===== config.mk =====
export PLATFORM = sky130hd
export DESIGN_NAME = vpt_front_flat
export DESIGN_NICKNAME = d
export VERILOG_FILES = /design/src/hw/rtl/vpt_pkg.sv /design/src/hw/rtl/vpt_if.sv /design/src/hw/rtl/vpt_front.sv /design/src/flat_wrapper.sv
export SDC_FILE = /design/constraint.sdc
export NUM_CORES = 1
export LEC_CHECK = 0
export ABC_AREA = 1
export BUFFER_PORTS_ARGS = -buffer_cell sky130_fd_sc_hd__buf_2
export CORE_AREA = 2 2 49 51
export CTS_BUF_LIST = sky130_fd_sc_hd__clkbuf_2
export DETAILED_ROUTE_END_ITERATION = 12
export DIE_AREA = 0 0 51 53
export PLACE_DENSITY = 0.84
export SLEW_MARGIN = 20
export SYNTH_ARGS = -nofsm -noshare
export SYNTH_HDL_FRONTEND = slang
export SYNTH_SLANG_ARGS = --single-unit

===== constraint.sdc =====
create_clock -name clk_i -period 2.15 [get_ports clk_i]
set_clock_uncertainty 0.2 [all_clocks]
set_input_delay 0.1075 -clock clk_i [delete_from_list [all_inputs] [get_ports clk_i]]
set_output_delay 0.1075 -clock clk_i [all_outputs]
set_load 0.05 [all_outputs]

===== src/hw/rtl/vpt_pkg.sv =====
// Package of the video port and line timer: widths, port codes, command and
// state types, and the line timing table of the display modes.
// Used by the other files of the block but vpt_ram and vpt_checker; it depends on nothing.
package vpt_pkg;

  localparam int ModeW     = 3;
  localparam int ByteW     = 8;
  localparam int AddrW     = 14;
  localparam int VramDepth = 16384;
  localparam int LineW     = 9;
  localparam int QueueDepth = 2;
  localparam int QueuePtrW = $clog2(QueueDepth);
  localparam int QueueCntW = $clog2(QueueDepth + 1);

  localparam logic [ModeW-1:0] MODE_DATA_RD = 3'd0;
  localparam logic [ModeW-1:0] MODE_DATA_WR = 3'd1;
  localparam logic [ModeW-1:0] MODE_CTRL_WR = 3'd2;
  localparam logic [ModeW-1:0] MODE_STATUS  = 3'd3;
  localparam logic [ModeW-1:0] MODE_TICK    = 3'd4;

  localparam logic [1:0] CODE_READ   = 2'd0;
  localparam logic [1:0] CODE_REG    = 2'd2;
  localparam logic [1:0] CODE_COLOUR = 2'd3;

  localparam logic [3:0] REG_CTRL0 = 4'd0;
  localparam logic [3:0] REG_CTRL1 = 4'd1;
  localparam logic [3:0] REG_LINE  = 4'd10;

  typedef enum logic [2:0] {
    OP_NONE,
    OP_DATA_RD,
    OP_DATA_WR,
    OP_CTRL,
    OP_STATUS,
    OP_TICK
  } op_e;

  typedef struct packed {
    op_e              op;
    logic [ByteW-1:0] data;
  } cmd_t;

  typedef enum logic [1:0] {
    ST_CLEAR,
    ST_IDLE,
    ST_FETCH
  } state_e;

  typedef enum logic [2:0] {
    KIND_M2,
    KIND_192,
    KIND_224,
    KIND_240,
    KIND_NONE
  } kind_e;

  typedef struct packed {
    logic [ByteW-1:0]            active;
    logic [LineW-1:0]            total;
    logic [2:0][ByteW-1:0]       first;
    logic [2:0][LineW-1:0]       len;
  } timing_t;

  function automatic kind_e timing_kind(logic [ByteW-1:0] reg0, logic [ByteW-1:0] reg1);
    logic [3:0] m;
    kind_e      k;
    m = {reg0[2], reg1[3], reg0[1], reg1[4]};
    unique case (m) inside
      4'h2:                   k = KIND_M2;
      4'h8, 4'ha, 4'hc, 4'hf: k = KIND_192;
      4'hb:                   k = KIND_224;
      4'he:                   k = KIND_240;
      default:                k = KIND_NONE;
    endcase
    return k;
  endfunction

  // Range lengths are stored as last minus first plus one.
  function automatic timing_t timing_of(logic std, kind_e kind);
    timing_t t;
    t.total = std ? 9'd313 : 9'd262;
    t.first = '0;
    t.len   = {9'd1, 9'd1, 9'd1};
    unique case (kind)
      KIND_192: begin
        t.active = 8'd192;
        if (std) begin
          t.first[1] = 8'hba;
          t.len      = {9'd1, 9'd70, 9'd243};
        end else begin
          t.first[1] = 8'hd5;
          t.len      = {9'd1, 9'd43, 9'd219};
        end
      end
      KIND_224: begin
        t.active = 8'd224;
        if (std) begin
          t.first[2] = 8'hca;
          t.len      = {9'd54, 9'd3, 9'd256};
        end else begin
          t.first[1] = 8'he5;
          t.len      = {9'd1, 9'd27, 9'd235};
        end
      end
      KIND_240: begin
        t.active = 8'd240;
        if (std) begin
          t.first[2] = 8'hd2;
          t.len      = {9'd46, 9'd11, 9'd256};
        end else begin
          t.len      = {9'd1, 9'd7, 9'd256};
        end
      end
      default: begin
        t.active = 8'd192;
      end
    endcase
    return t;
  endfunction

endpackage


===== src/hw/rtl/vpt_if.sv =====
// Channel interfaces of the video port and line timer: input items, result
// items and configuration writes. Depends on vpt_pkg for the field widths.
interface vpt_in_if;
  logic                      valid;
  logic                      ready;
  logic [vpt_pkg::ModeW-1:0] mode;
  logic [vpt_pkg::ByteW-1:0] write_byte;
  modport source (output valid, mode, write_byte, input ready);
  modport sink (input valid, mode, write_byte, output ready);
endinterface



===== src/hw/rtl/vpt_front.sv =====
// Front part: accepts input beats, decodes the mode into a command and keeps
// them in a short queue for the back part. Depends on vpt_pkg and vpt_if.
module vpt_front (
  input  logic            clk_i,
  input  logic            rst_ni,
  vpt_in_if.sink          in_i,
  input  logic            clearing_i,
  input  logic            cmd_pop_i,
  output logic            cmd_valid_o,
  output vpt_pkg::cmd_t   cmd_o
);

  vpt_pkg::cmd_t                     queue_q [vpt_pkg::QueueDepth];
  logic [vpt_pkg::QueuePtrW-1:0]     wr_ptr_q, wr_ptr_d;
  logic [vpt_pkg::QueuePtrW-1:0]     rd_ptr_q, rd_ptr_d;
  logic [vpt_pkg::QueueCntW-1:0]     count_q, count_d;
  logic                              push;
  logic                              pop;
  vpt_pkg::cmd_t                     cmd_new;

  always_comb begin
    cmd_new.data = in_i.write_byte;
    unique case (in_i.mode)
      vpt_pkg::MODE_DATA_RD: cmd_new.op = vpt_pkg::OP_DATA_RD;
      vpt_pkg::MODE_DATA_WR: cmd_new.op = vpt_pkg::OP_DATA_WR;
      vpt_pkg::MODE_CTRL_WR: cmd_new.op = vpt_pkg::OP_CTRL;
      vpt_pkg::MODE_STATUS:  cmd_new.op = vpt_pkg::OP_STATUS;
      vpt_pkg::MODE_TICK:    cmd_new.op = vpt_pkg::OP_TICK;
      default:               cmd_new.op = vpt_pkg::OP_NONE;
    endcase
  end

  assign in_i.ready  = (count_q != vpt_pkg::QueueCntW'(vpt_pkg::QueueDepth)) && !clearing_i;
  assign push        = in_i.valid && in_i.ready;
  assign cmd_valid_o = (count_q != '0);
  assign pop         = cmd_pop_i && cmd_valid_o;
  assign cmd_o       = queue_q[rd_ptr_q];

  always_comb begin
    wr_ptr_d = push ? wr_ptr_q + 1'b1 : wr_ptr_q;
    rd_ptr_d = pop ? rd_ptr_q + 1'b1 : rd_ptr_q;
    count_d  = count_q;
    if (push && !pop) begin
      count_d = count_q + 1'b1;
    end else if (pop && !push) begin
      count_d = count_q - 1'b1;
    end
  end

  always_ff @(posedge clk_i or negedge rst_ni) begin
    if (!rst_ni) begin
      wr_ptr_q <= '0;
      rd_ptr_q <= '0;
      count_q  <= '0;
    end else begin
      wr_ptr_q <= wr_ptr_d;
      rd_ptr_q <= rd_ptr_d;
      count_q  <= count_d;
    end
  end

  always_ff @(posedge clk_i) begin
    if (push) begin
      queue_q[wr_ptr_q] <= cmd_new;
    end
  end

endmodule


===== src/flat_wrapper.sv =====
// flat-port wrapper written by rule: the top's interface ports become plain ports
module vpt_front_flat 
  (clk_i, rst_ni, clearing_i, cmd_pop_i, cmd_valid_o, cmd_o, in_i_valid, in_i_mode, in_i_write_byte, in_i_ready);
  vpt_in_if in_i_i ();
  input  logic clk_i;
  input  logic rst_ni;
  input  logic clearing_i;
  input  logic cmd_pop_i;
  output logic cmd_valid_o;
  output vpt_pkg::cmd_t cmd_o;
  input wire logic [$bits(in_i_i.valid)-1:0] in_i_valid;
  input wire logic [$bits(in_i_i.mode)-1:0] in_i_mode;
  input wire logic [$bits(in_i_i.write_byte)-1:0] in_i_write_byte;
  output wire logic [$bits(in_i_i.ready)-1:0] in_i_ready;
  assign in_i_i.valid = in_i_valid;
  assign in_i_i.mode = in_i_mode;
  assign in_i_i.write_byte = in_i_write_byte;
  assign in_i_ready = in_i_i.ready;
  vpt_front u_core (.clk_i(clk_i), .rst_ni(rst_ni), .in_i(in_i_i), .clearing_i(clearing_i), .cmd_pop_i(cmd_pop_i), .cmd_valid_o(cmd_valid_o), .cmd_o(cmd_o));
endmodule

==> flow_metrics.tcl, run 1 <==
set metrics [dict create \
    fmax_mhz 522 \
    yosysWarnings 0 \
    crit_path_start "u_core.rd_ptr_q$_DFFE_PN0P_" \
    wl_mm 2.16 \
    maxCapViolations 0 \
    irDropWorstVdd_uv 749 \
    postCtsSetupBuffers 0 \
    hold_viol_final 0 \
    cts.hold.buffers_added 18 \
    root_buffer "clkbuf_2" \
    min_from "in_i_write_byte[1]" \
    arrival_ns 1.61 \
    utilization_pct 68.5 \
    worst_pin_slew_ns 0.455 \
    hold_path.class "input pin to flip-flop" \
    multi_input_area_um2 267 \
    end_kind "output port" \
    start_util_pct 50.3 \
    worstSkewPairLatency_ns 0.34 \
    cts_max_level 1 \
    clk_pin_slew_worst_paths_ns 0.24 \
    die_area_um2 2700 \
    yosysSeqAreaShare_pct 70.5 \
    pin_count 29 \
    max_slew_margin_pct 69.7 \
    setup_violations 0 \
    synth_fp_nets 114 \
    hpwl_mm 1.30 \
    crit_chain "inv_2, nand2_1, nand2_1, buf_2" \
    power_density_nw_per_um2 1280 \
    fillerInstances 146 \
    port_buffers 28 \
    final-seq-area_um2 761 \
    grt_first_pass_wirelength_mm 3.17 \
    crit_top_cell "nand2_1" \
    synth.distinct_cells 17 \
    power.total_mw 1.89 \
    die_width_um 51 \
    std_cell_rows 17 \
    crit_path_start_kind "flip-flop" \
    status "finished clean" \
    grt_max_degree 16 \
    nNetsFinal 164 \
    vias 839 \
    cts_resized 0 \
    leakagePower_nw 0.686 \
    routabilityCongestion 0.727 \
    drv_slew 0 \
    cpPeakStageDelay_ns 0.60 \
    worst_path_max_delay_cell "dfrtp_1" \
    grt_pass1_vias 791 \
    synth_seq_cells 26 \
    path_max_fanout 13 \
    critPathKind "flip-flop to output port" \
    syn_avg_cell_area_um2 11.1 \
    drive_above_1_share_pct 27.4 \
    clk_path_buf_depth 2 \
    n_antenna_cell 0 \
    timing.rr.start "u_core.count_q[0]$_DFFE_PN0P_" \
    grt-ovfl-total 0 \
    cts-buffers-inserted 3 \
    synth_cells 97 \
    core_um2 2150 \
    grt.total_usage_pct 17.1 \
    antenna_found_initial 0 \
    die_height_um 53 \
    via_per_inst 4.82 \
    fin_crit_sh_pct 89.1 \
    required_ns 1.84 \
    area_growth_pct 36.4 \
    drt-wirelength-per-cell_um 12.4 \
    fin_crit_ns 1.92 \
    drt_iter0_markers 19 \
    cts.sinks 26 \
    setup_tns_ns 0 \
    ant_nets 0 \
    syn_area_um2 1080 \
    firstDrtPassIters 5 \
    cts_tree "yes" \
    drc 0 \
    rsz0062_at_grt "false" \
]
==> power breakdown <==
| group | internal, mW | leakage, nW | total (mW) | switching [mW] |
|---|---|---|---|---|
| Clock | 0.160 | 0.0266 | 0.301 | 0.141 |
| Combinational | 0.215 | 0.409 | 0.869 | 0.654 |
| Sequential | 0.643 | 0.250 | 0.722 | 0.0786 |
| Total | 1.02 | 0.686 | 1.89 | 0.874 |
==> synthesized netlist by cell type <==
cell,count,share of area (%)
a21oi_1,2,0.93
and3_1,1,0.58
buf_4,2,1.4
dfrtp_1,4,9.3
edfxtp_1,22,61
ha_1,1,1.2
inv_1,7,2.4
inv_2,3,1.0
nand2_1,42,15
nand2_2,3,1.7
nand3_1,3,1.4
nand3_2,1,0.93
nand4_1,2,1.2
nor2_1,1,0.35
o21ai_1,1,0.46
or2_1,1,0.58
xnor2_1,1,0.81
==> critical path: cells and delay by family, from the launching register on <==
| kind | cells | cell delay [ns] |
|---|---|---|
| buffers and inverters | 2 | 0.52 |
| flip-flops | 1 | 0.60 |
| AND/OR/NAND/NOR | 2 | 0.16 |
==> cells in the final DEF (no fill, tap or decap), drive strengths merged <==
master and instances:
nand2 45, xnor2 1, buf 29, or2 1, a21oi 2, o21ai 1
dfrtp 4, and3 1, dlygate4sd3 18, nor2 1, edfxtp 22, bufinv 1
nand4 2, inv 10, ha 1, nand3 4, clkbuf 3
==> kinds of logic after synthesis <==
family | synth area share [%]
AO/OA/AOI/OAI | 1.39
XOR/XNOR | 0.811
adder cells (fa/ha/maj) | 1.16
buffers and inverters | 4.87
flip-flops | 70.5
AND/OR/NAND/NOR | 21.3
==> sequential cells by signal, indices dropped and copies added, names as in the netlist <==
register and cells:
u_core.queue_q 22, u_core.count_q 2, u_core.wr_ptr_q 1, u_core.rd_ptr_q 1
==> area by class of cell <==
class | instances | area share, %
multi-input cells | 59 | 18.1
flip-flops and latches | 26 | 51.7
repair buffers | 47 | 22.3
inverters | 10 | 2.55
well taps | 28 | 2.38
clock inverters | 1 | 2.04
clock buffers | 3 | 1.02
==> path summary, 6_finish.rpt <==
| kind | to | cells after the start | slack [ns] |
|---|---|---|---|
| min | u_core.queue_q[1][1]$_DFFE_PP_ | 2 | 0.26 |
| max | cmd_o[3] | 4 | 0.23 |
| max reg2reg | u_core.wr_ptr_q$_DFFE_PN0P_ | 5 | 0.52 |
| min reg2reg | u_core.wr_ptr_q$_DFFE_PN0P_ | 2 | 0.32 |
| min in group asynchronous | u_core.wr_ptr_q$_DFFE_PN0P_ | 3 | 0.44 |
| max in group asynchronous | u_core.count_q[0]$_DFFE_PN0P_ | 3 | 1.13 |
==> metrics by stage <==
| stage | setup WS (ns) | instance area [um2] | hold WS [ns] | cells |
|---|---|---|---|---|
| final | 0.235 | 1470 | 0.257 | 174 |
| after global routing | 0.100 | 1470 | 0.240 | 174 |
| after CTS | 0.247 | 1470 | 0.270 | 174 |
| after detailed placement | 0.590 | 1250 | -0.278 | 152 |
| after global placement | 0.654 | 1250 | -0.282 | 152 |
| after floorplan | 0.503 | 1080 | -0.388 | 97 |
==> metal layers <==
metal  global-route usage, %  vias up  share of wire, %
met2                    32.5       27                54
met4                    15.8        0               3.2
met3                    2.26        5               4.2
met5                       0        -                 0
met1                    15.5      391                39
li1                        -      416                 -
No activity file was read; power rests on OpenSTA's default activity.
==> inputs of run 2 (changes only) <==
ABC_AREA = 0   (was 1)
CORE_AREA = 2 2 48 50   (was 2 2 49 51)
DIE_AREA = 0 0 50 52   (was 0 0 51 53)
PLACE_DENSITY = 0.86   (was 0.84)
==> run 2 against run 1 <==
  * Register-to-register slack lost 0.08 ns
  * Non-clock buffer count did not move
  * Area after synthesis shrank 3.1%
  * Synthesized cell count shrank 37%
  * Hold slack improved by 0.025 ns
  * Die area down 3.8%
  * First-iteration DRC count down 42%
  * Critical path depth rose by 6
  * Cell area decreased by 3.7%
  * Sequential cell count is the same
  * Maximum frequency is 7.9% lower
  * Highest routed layer unchanged
  * Critical endpoint is now u_core.count_q[1]$_DFFE_PN0P_
  * Largest cell class unchanged
==> flow_metrics.tcl, run 2 <==
set metrics [dict create \
    critPathKind "input pin to flip-flop" \
    leakagePower_nw 0.575 \
    synthTopCellsByArea "edfxtp_1 (63%), mux2_2 (12%), dfrtp_1 (9.6%), xnor2_1 (3.3%), xor2_1 (1.7%)" \
    drv_slew 0 \
    synth_top_area_share_pct 63.2 \
    n_antenna_cell 0 \
    area_growth_pct 35.6 \
    grt.total_usage_pct 14.8 \
    setup_violations 0 \
    wl_met1_um 668 \
    wl_met3_um 71 \
    fin_crit_sh_pct 96.7 \
    start_util_pct 49.7 \
    root_buffer "clkbuf_2" \
    top_register "u_core.queue_q" \
    core_um2 2110 \
    arrival_ns 2.13 \
    worst_path_max_delay_cell "dlygate4sd3_1" \
    die_width_um 50 \
    final_common_cell "buf_2" \
    grt_pass1_vias 652 \
    worst_pin_slew_ns 0.518 \
    path_max_fanout 3 \
    antenna_found_initial 0 \
    drive_above_1_share_pct 43.2 \
    wl_mm 1.61 \
    routabilityCongestion 0.659 \
    grt_max_degree 15 \
    wl_met2_um 840 \
    clk_path_buf_depth 2 \
    worstSkewPairLatency_ns 0.33 \
    drt_iter0_markers 11 \
    hold_viol_final 0 \
    utilization_pct 67.4 \
    highest_layer "met4" \
    synth_top_area_cell "edfxtp_1" \
    die_height_um 52 \
    crit_path_start_kind "input pin" \
    cts-buffers-inserted 3 \
    synth.distinct_cells 17 \
    synth_flop_cell "edfxtp_1" \
    cpPeakStageDelay_ns 0.55 \
    firstDrtPassIters 4 \
    cts.sinks 26 \
    irDropWorstVdd_uv 815 \
    rsz0062_at_grt "false" \
    status "finished clean" \
    pin_count 29 \
    grt_first_pass_wirelength_mm 2.74 \
    synthArstFlopShare_pct 15.4 \
    required_ns 2.20 \
    place_ws_ns 0.473 \
    fmax_mhz 481 \
    nNetsFinal 129 \
    hpwl_mm 1.09 \
    ant_nets 0 \
    syn_area_um2 1050 \
    via_per_inst 4.56 \
    std_cell_rows 17 \
    yosysSeqAreaShare_pct 72.7 \
    fin_crit_ns 2.08 \
    die_area_um2 2600 \
    grt-ovfl-total 0 \
    setup_tns_ns 0 \
    ys_top_cells_by_count "edfxtp_1 (22), mux2_2 (11), dfrtp_1 (4), nor2_1 (4), xnor2_1 (4)" \
    port_buffers 28 \
    fin_ws_ns 0.0703 \
    drt-wirelength-per-cell_um 11.6 \
    maxCapViolations 0 \
    crit_family "buffers and inverters" \
    synth_cells 61 \
    synth_fp_nets 78 \
    whs_ns 0.282 \
    syn_avg_cell_area_um2 17.1 \
    synth_edf_count 22 \
    clk_pin_slew_worst_paths_ns 0.22 \
    end_kind "flip-flop" \
    postCtsSetupBuffers 0 \
    drc 0 \
    final_cell_mix "buf_2 (28), edfxtp_1 (22), dlygate4sd3_1 (17), mux2_2 (11)" \
    crit_chain "dlygate4sd3_1, buf_2, nor2b_2, dlygate4sd3_1, nand2_1, inv_1, ha_1, xor2_1, nor2_2, xor2_1" \
    power_density_nw_per_um2 1150 \
    synth.most_common_cell "edfxtp_1" \
    reg_top3 "u_core.queue_q (22), u_core.count_q (2)" \
    largest_register_ffs 22 \
    synth_seq_cells 26 \
    yosysWarnings 0 \
    hold_path.class "input pin to flip-flop" \
    cts_max_level 1 \
    max_slew_margin_pct 65.5 \
    cts_tree "yes" \
    path_buf_inv 4 \
    vias 634 \
]
## run 2: layout make-up
cell class / instances / area (um2)
fill: 164 / 687
sequential: 26 / 761
clock inverter: 1 / 3.75
multi-input combinational: 33 / 275
timing repair buffer: 47 / 325
clock buffer: 3 / 15.0
inverter: 1 / 3.75
tap: 28 / 35.0
## run 2: power breakdown
group          switching, mW  total (mW)  leakage (nW)  internal [mW]
clock network          0.128       0.168        0.0140         0.0404
logic                  0.471       0.735         0.313          0.264
registers             0.0841       0.731         0.249          0.647
total                  0.684        1.63         0.575          0.951
## run 2: cells by family (layout without fill, tap and decap cells)
family | count (synthesis) | count (layout) | share of synthesized area, %
compound gates | 2 | 2 | 0.956
xor+xnor | 6 | 6 | 5.02
fa+ha+maj | 1 | 1 | 1.20
buf+inv | 2 | 52 | 1.43
flops | 26 | 26 | 72.7
mux | 11 | 11 | 11.8
simple gates | 13 | 13 | 6.82
## run 2: what timing repair did
action,CTS,global route
setup endpoints to repair,0,1
hold buffers,17,0
hold endpoints to repair,29,0
resized for setup,0,2
## run 2: worst paths after layout
| check | from | endpoint | slack (ns) | cells after the start |
|---|---|---|---|---|
| setup / recovery | clearing_i | u_core.count_q[1]$_DFFE_PN0P_ | 0.07 | 10 |
| hold / removal | in_i_write_byte[2] | u_core.queue_q[1][2]$_DFFE_PP_ | 0.28 | 2 |
| setup reg to reg | u_core.count_q[0]$_DFFE_PN0P_ | u_core.count_q[1]$_DFFE_PN0P_ | 0.44 | 7 |
| hold reg to reg | u_core.wr_ptr_q$_DFFE_PN0P_ | u_core.wr_ptr_q$_DFFE_PN0P_ | 0.31 | 1 |
| max in group asynchronous | rst_ni | u_core.rd_ptr_q$_DFFE_PN0P_ | 1.16 | 3 |
| min in group asynchronous | rst_ni | u_core.wr_ptr_q$_DFFE_PN0P_ | 0.42 | 3 |
## run 2: through the flow
stage	std cells	total power, mW	area, um2
floorplan	61	1.32	1050
global placement	118	1.44	1220
detailed placement	118	1.45	1220
CTS	139	1.64	1410
global route	139	1.73	1420
finish	139	1.63	1420
## run 2: per-layer routing
layer  up-vias  GRT usage [%]
met4         0           8.80
met1       294           17.1
li1        319              -
met3         2           3.16
met5         -              0
met2        19           25.2
